--- src/hdl/csa_pkg.sv ---
// ----------------------------------------------------------------------------
// csa_pkg
// Shared types, sizes and codes of the sparse scatter-add core.
// ----------------------------------------------------------------------------
package csa_pkg;

    // pattern sizes
    localparam int NUM_DOF     = 4096;
    localparam int NUM_NONZERO = 65536;
    localparam int COL_AW      = $clog2(NUM_DOF + 1);
    localparam int DOF_AW      = $clog2(NUM_DOF);
    localparam int NZ_AW       = $clog2(NUM_NONZERO);
    localparam int CLR_N       = (NUM_NONZERO > NUM_DOF) ? NUM_NONZERO : NUM_DOF;
    localparam int CLR_AW      = $clog2(CLR_N);

    // field widths
    localparam int ACTION_W = 3;
    localparam int POS_W    = 17;
    localparam int WORD_W   = 17;
    localparam int DOF_W    = 13;
    localparam int TERM_W   = 64;
    localparam int DATA_W   = 64;
    localparam int STATUS_W = 2;
    localparam int PTR_W    = 17;
    localparam int ROW_W    = 12;

    localparam int S_BITS    = ACTION_W + POS_W + WORD_W + 2 * DOF_W + TERM_W;
    localparam int S_TDATA_W = ((S_BITS + 7) / 8) * 8;
    localparam int M_BITS    = DATA_W + STATUS_W;
    localparam int M_TDATA_W = ((M_BITS + 7) / 8) * 8;

    // action codes
    localparam logic [ACTION_W-1:0] ACT_LOAD_COL  = 3'd0;
    localparam logic [ACTION_W-1:0] ACT_LOAD_ROW  = 3'd1;
    localparam logic [ACTION_W-1:0] ACT_CLEAR     = 3'd2;
    localparam logic [ACTION_W-1:0] ACT_ADD_STIFF = 3'd3;
    localparam logic [ACTION_W-1:0] ACT_ADD_FORCE = 3'd4;
    localparam logic [ACTION_W-1:0] ACT_RD_VALUE  = 3'd5;
    localparam logic [ACTION_W-1:0] ACT_RD_FORCE  = 3'd6;

    // status codes
    localparam logic [STATUS_W-1:0] STAT_DONE    = 2'd0;
    localparam logic [STATUS_W-1:0] STAT_SKIP    = 2'd1;
    localparam logic [STATUS_W-1:0] STAT_MISSING = 2'd2;
    localparam logic [STATUS_W-1:0] STAT_RANGE   = 2'd3;

    // controller to datapath commands
    typedef struct packed {
        logic                capture;
        logic                col_we;
        logic                row_we;
        logic                col_rd;
        logic                col_hi;
        logic                row_rd;
        logic                t_load;
        logic                end_load;
        logic                t_inc;
        logic                val_rd;
        logic                val_at_t;
        logic                frc_rd;
        logic                frc_at_col;
        logic                use_frc;
        logic                add_start;
        logic                val_wr;
        logic                frc_wr;
        logic                clr_wr;
        logic                st_pre;
        logic                st_load;
        logic [STATUS_W-1:0] st_code;
        logic                data_load;
        logic                out_load;
    } csa_cmd_t;

    // datapath to controller status
    typedef struct packed {
        logic [ACTION_W-1:0] action;
        logic                pre_ok;
        logic                walk_end;
        logic                row_eq;
        logic                row_gt;
        logic                add_done;
        logic                clr_last;
        logic                out_free;
    } csa_stat_t;

endpackage

--- src/hdl/csa_ctrl.sv ---
// ----------------------------------------------------------------------------
// csa_ctrl
// Controller: sequences loads, clears, column walks and read-modify-writes.
// ----------------------------------------------------------------------------
module csa_ctrl (
    input  logic               aclk,
    input  logic               aresetn,
    input  logic               s_tvalid,
    output logic               s_tready,
    output csa_pkg::csa_cmd_t  cmd,
    input  csa_pkg::csa_stat_t stat
);
    import csa_pkg::*;

    typedef enum logic [11:0] {
        S_BOOT     = 12'b000000000001,
        S_IDLE     = 12'b000000000010,
        S_DECODE   = 12'b000000000100,
        S_CLEAR    = 12'b000000001000,
        S_COL_LO   = 12'b000000010000,
        S_COL_HI   = 12'b000000100000,
        S_WALK_CHK = 12'b000001000000,
        S_WALK_CMP = 12'b000010000000,
        S_FETCH    = 12'b000100000000,
        S_ADD      = 12'b001000000000,
        S_RDATA    = 12'b010000000000,
        S_FINISH   = 12'b100000000000
    } ctrl_state_t;

    ctrl_state_t state_reg, state_next;

    // next state and commands
    always_comb begin
        state_next  = state_reg;
        cmd         = '0;
        cmd.use_frc = (stat.action == ACT_ADD_FORCE) || (stat.action == ACT_RD_FORCE);
        unique case (state_reg)
            S_BOOT: begin
                cmd.clr_wr = 1'b1;
                if (stat.clr_last) state_next = S_IDLE;
            end
            S_IDLE: begin
                if (s_tvalid) begin
                    cmd.capture = 1'b1;
                    state_next  = S_DECODE;
                end
            end
            S_DECODE: begin
                cmd.st_pre = 1'b1;
                state_next = S_FINISH;
                if (stat.pre_ok) begin
                    unique case (stat.action)
                        ACT_LOAD_COL:  cmd.col_we = 1'b1;
                        ACT_LOAD_ROW:  cmd.row_we = 1'b1;
                        ACT_CLEAR:     state_next = S_CLEAR;
                        ACT_ADD_STIFF: begin
                            cmd.col_rd = 1'b1;
                            state_next = S_COL_LO;
                        end
                        ACT_ADD_FORCE: begin
                            cmd.frc_rd     = 1'b1;
                            cmd.frc_at_col = 1'b1;
                            state_next     = S_FETCH;
                        end
                        ACT_RD_VALUE: begin
                            cmd.val_rd = 1'b1;
                            state_next = S_RDATA;
                        end
                        ACT_RD_FORCE: begin
                            cmd.frc_rd = 1'b1;
                            state_next = S_RDATA;
                        end
                        default: state_next = S_FINISH;
                    endcase
                end
            end
            S_CLEAR: begin
                cmd.clr_wr = 1'b1;
                if (stat.clr_last) state_next = S_FINISH;
            end
            S_COL_LO: begin
                cmd.t_load = 1'b1;
                cmd.col_rd = 1'b1;
                cmd.col_hi = 1'b1;
                state_next = S_COL_HI;
            end
            S_COL_HI: begin
                cmd.end_load = 1'b1;
                state_next   = S_WALK_CHK;
            end
            S_WALK_CHK: begin
                if (stat.walk_end) begin
                    cmd.st_load = 1'b1;
                    cmd.st_code = STAT_MISSING;
                    state_next  = S_FINISH;
                end else begin
                    cmd.row_rd = 1'b1;
                    state_next = S_WALK_CMP;
                end
            end
            S_WALK_CMP: begin
                if (stat.row_eq) begin
                    cmd.val_rd   = 1'b1;
                    cmd.val_at_t = 1'b1;
                    state_next   = S_FETCH;
                end else if (stat.row_gt) begin
                    cmd.st_load = 1'b1;
                    cmd.st_code = STAT_MISSING;
                    state_next  = S_FINISH;
                end else begin
                    cmd.t_inc  = 1'b1;
                    state_next = S_WALK_CHK;
                end
            end
            S_FETCH: begin
                cmd.add_start = 1'b1;
                state_next    = S_ADD;
            end
            S_ADD: begin
                if (stat.add_done) begin
                    cmd.val_wr = !cmd.use_frc;
                    cmd.frc_wr = cmd.use_frc;
                    state_next = S_FINISH;
                end
            end
            S_RDATA: begin
                cmd.data_load = 1'b1;
                state_next    = S_FINISH;
            end
            S_FINISH: begin
                if (stat.out_free) begin
                    cmd.out_load = 1'b1;
                    state_next   = S_IDLE;
                end
            end
            default: begin
                state_next = S_BOOT;
            end
        endcase
    end

    // state register
    always_ff @(posedge aclk) begin
        if (!aresetn) begin
            state_reg <= S_BOOT;
        end else begin
            state_reg <= state_next;
        end
    end

    assign s_tready = (state_reg == S_IDLE);

endmodule

--- config.mk ---
export PLATFORM = sky130hd
export DESIGN_NAME = csa_ctrl
export DESIGN_NICKNAME = d
export VERILOG_FILES = /design/src/hdl/csa_pkg.sv /design/src/hdl/csa_ctrl.sv
export SDC_FILE = /design/constraint.sdc
export NUM_CORES = 1
export LEC_CHECK = 0
export BUFFER_PORTS_ARGS = -buffer_cell sky130_fd_sc_hd__buf_2
export CORE_MARGIN = 2
export CORE_UTILIZATION = 44
export CTS_CLUSTER_SIZE = 10
export DETAILED_ROUTE_END_ITERATION = 7
export GPL_TIMING_DRIVEN = 0
export PLACE_DENSITY = 0.75
export SYNTH_ARGS = -nofsm -noshare
export SYNTH_HDL_FRONTEND = slang
export SYNTH_SLANG_ARGS = --single-unit
export TNS_END_PERCENT = 5
--- constraint.sdc ---
create_clock -name aclk -period 1.93 [get_ports aclk]
set_clock_uncertainty 0.05 [all_clocks]
set_input_delay 0.193 -clock aclk [delete_from_list [all_inputs] [get_ports aclk]]
set_output_delay 0.193 -clock aclk [all_outputs]
set_load 0.1 [all_outputs]
==> run_results.csv <==
group,metric,value,unit
grt,grt_pass1_wl,5220,um
timing,finalHoldViolCount,0,
yosys,syn_area,1060,um2
cells_and_area,fin_util,0.808,
die,start_util,0.471,
cells_and_area,drive_above_1_share,0.588,
placement,gp_congestion,0.902,
outcome,violations,"negative setup slack",
clocking,ctsRootBufferMaster,"clkbuf_4",
setup_path,path_max_fanout,8,
timing,max-slew-margin-rel,0.572,
placement,dp_hpwl,2160,um
timing,period_needed,2.57,ns
setup_path,critPathLaunchType,"register",
placement,place_inst,194,
setup_path,cpMaxStageDelayCell,"or3_4",
power_and_ir_drop,peakVddDrop,0.968,mV
cells_and_area,n_fill_cell,150,
cells_and_area,syn_to_final_growth,71.7,%
clocking,clk_latency,0.28,ns
drt,avgRoutedWirePerCell,17.1,um
drt,drc,0,
clocking,cts_max_level,1,
timing,rsz0062_at_grt,"true",
power_and_ir_drop,p_leak,0.713,nW
setup_path,worst_ep_arrival_time,2.33,ns
die,num_io_pins,38,
drt,drtIter0Drc,15,
clocking,hold_buffers,0,
cells_and_area,largest_reg_flops,12,
die,num_rows,17,
grt,top_usage_layer,"met2",
setup_path,worst-path-buf-inv,3,
yosys,synth_warnings,0,
grt,grt_pass1_vias,1166,
yosys,syn_nets,144,
die,die_area,2820,um2
worst_hold_path,hold_path.class,"input pin to register",
yosys,yosysSeqAreaShare,0.226,
yosys,async_flop_share,0,
timing,fin_crit_sh,1.33,
cells_and_area,nets,197,
grt,globalRouteMet3Util,0.0367,
yosys,synth_cell_types,46,
setup_path,path_cells,"buf_2, or3_4, nor4_4, buf_4, nand3_4, nor3_4, buf_12",
drt,viasPerCell,5.94,
placement,placed_area,1330,um2
outcome,status,"finished with violations",
grt,grt_util_met2,0.452,
grt,grt_usage,0.249,
cells_and_area,fin_cells,210,
timing,setup_violations,29,
setup_path,crit_family,"simple AND/OR/NAND/NOR gates",
drt,final_antenna_net_count,0,
drt,routed_wl,3600,um
drt,drt_pass1_iterations,4,
yosys,synth_flop_cell,"dfxtp_1",
timing,worst_slack,-0.643,ns
timing,max_freq,389,MHz
yosys,ys_seq_elements,12,
grt,use_met1,0.285,
timing,slew_viol_final,0,
timing,holdWs,0.133,ns
grt,grt_overflow,0,
drt,vias,1248,
placement,port_buffers,35,
setup_path,cp.required,1.69,ns
timing,worstMarginPinSlew,0.642,ns
die,die-height,53.1,um
yosys,synth_edf_count,0,
power_and_ir_drop,powerDensity,680,nW/um2
setup_path,regToRegSetupSlack,-0.47,ns
yosys,syn_area_per_cell,8.10,um2
grt,antenna_found_initial,0,
clocking,clkSlewWorstSetupHoldPaths,0.09,ns
die,die_w,53.1,um
cells_and_area,multi_input_area,883,um2
cells_and_area,num_antenna_cells,0,
grt,grt_max_degree,11,
cells_and_area,seq_area,263,um2
power_and_ir_drop,p_total,1.24,mW
setup_path,crit_type,"register to output port",
clocking,cts_max_path_buffers,2,
die,core,2250,um2
yosys,syn_inst,131,
clocking,cts_tree,"done",
clocking,tritoncts.num_buffers,3,
clocking,cts.sinks,12,
cells_and_area,finish.instance_area,1820,um2
setup_path,max_stage_delay,0.40,ns
setup_path,cp-end-kind,"output port",
run,maxCapViolations,0,
what timing repair did:
item | 4_1_cts | 5_1_grt
pin swaps | 13 | 8
setup endpoints to repair | 31 | 31
setup buffers | 7 | 8
gates resized for setup | 92 | 16
endpoints found under the hold margin | 0 | 0
cells by family after synthesis:
family	share of synthesized area
other	0.00353
buffers and inverters	0.0696
multiplexers	0.00943
XOR/XNOR	0.0413
flip-flops	0.226
AO/OA/AOI/OAI	0.159
AND/OR/NAND/NOR	0.491
power breakdown:
part / internal, mW / switching (mW) / leakage [nW]
Clock: 0.0723 / 0.0941 / 0.0138
Combinational: 0.290 / 0.479 / 0.597
Sequential: 0.271 / 0.0318 / 0.102
Total: 0.633 / 0.605 / 0.713
through the flow:
stage	TNS (ns)	setup WS (ns)
floorplan	-33.47	-1.69
global placement	-9.24	-0.547
detailed placement	-9.67	-0.541
CTS	-10.20	-0.628
global route	-12.69	-0.700
finish	-11.04	-0.643
Yosys cell counts (3+ instances only):
library cell,n,area [um2]
and2_1,3,18.8
buf_4,4,30.0
clkbuf_1,4,15.0
dfxtp_1,12,240
nand2_1,11,41.3
nand2b_1,5,31.3
nand3_1,4,20.0
nor2_1,12,45.0
nor2b_1,5,31.3
nor3_1,9,45.0
o21a_1,3,22.5
o21ai_0,6,30.0
or2_2,4,25.0
or3_1,3,18.8
or4_4,4,45.0
xor2_1,3,26.3
worst register-to-register path, stage by stage (launching register included):
cell	delay, ns
dfxtp_1	0.32
buf_2	0.19
or3_4	0.40
nor4_4	0.38
buf_4	0.18
buf_6	0.08
buf_6	0.08
buf_6	0.08
buf_6	0.09
nand2_2	0.05
a311o_1	0.32
a21boi_1	0.11
path summary, 6_finish.rpt:
path / startpoint / endpoint / depth (start not counted)
worst max-delay path: state_reg[3] / cmd[11] / 7
worst min-delay path: aresetn / state_reg[3] / 2
worst max register to register: state_reg[3] / state_reg[11] / 11
worst min register to register: state_reg[9] / state_reg[0] / 2
area by class of cell:
type,count,share of cell area
Timing Repair Buffer,50,0.299
Clock buffer,3,0.0124
Inverter,2,0.00412
Buffer,9,0.0357
Tap cell,28,0.0192
Multi-Input combinational cell,106,0.485
Sequential cell,12,0.144
metal layers:
layer  wire (um)  vias to the layer above
met2        1860                       71
li1            -                      582
met1        1370                      583
met5           0                        -
met4         101                        0
met3         262                       12
placed cells by master (no fill, tap or decap), types with 5 or more instances in the layout:
| master | instances |
|---|---|
| dfxtp_4 | 5 |
| nand2b_1 | 5 |
| buf_4 | 13 |
| buf_6 | 17 |
| nor2_1 | 9 |
| buf_12 | 12 |
| nor3_2 | 5 |
| buf_2 | 14 |
| nand2_1 | 8 |
No activity file was read; power rests on OpenSTA's default activity.
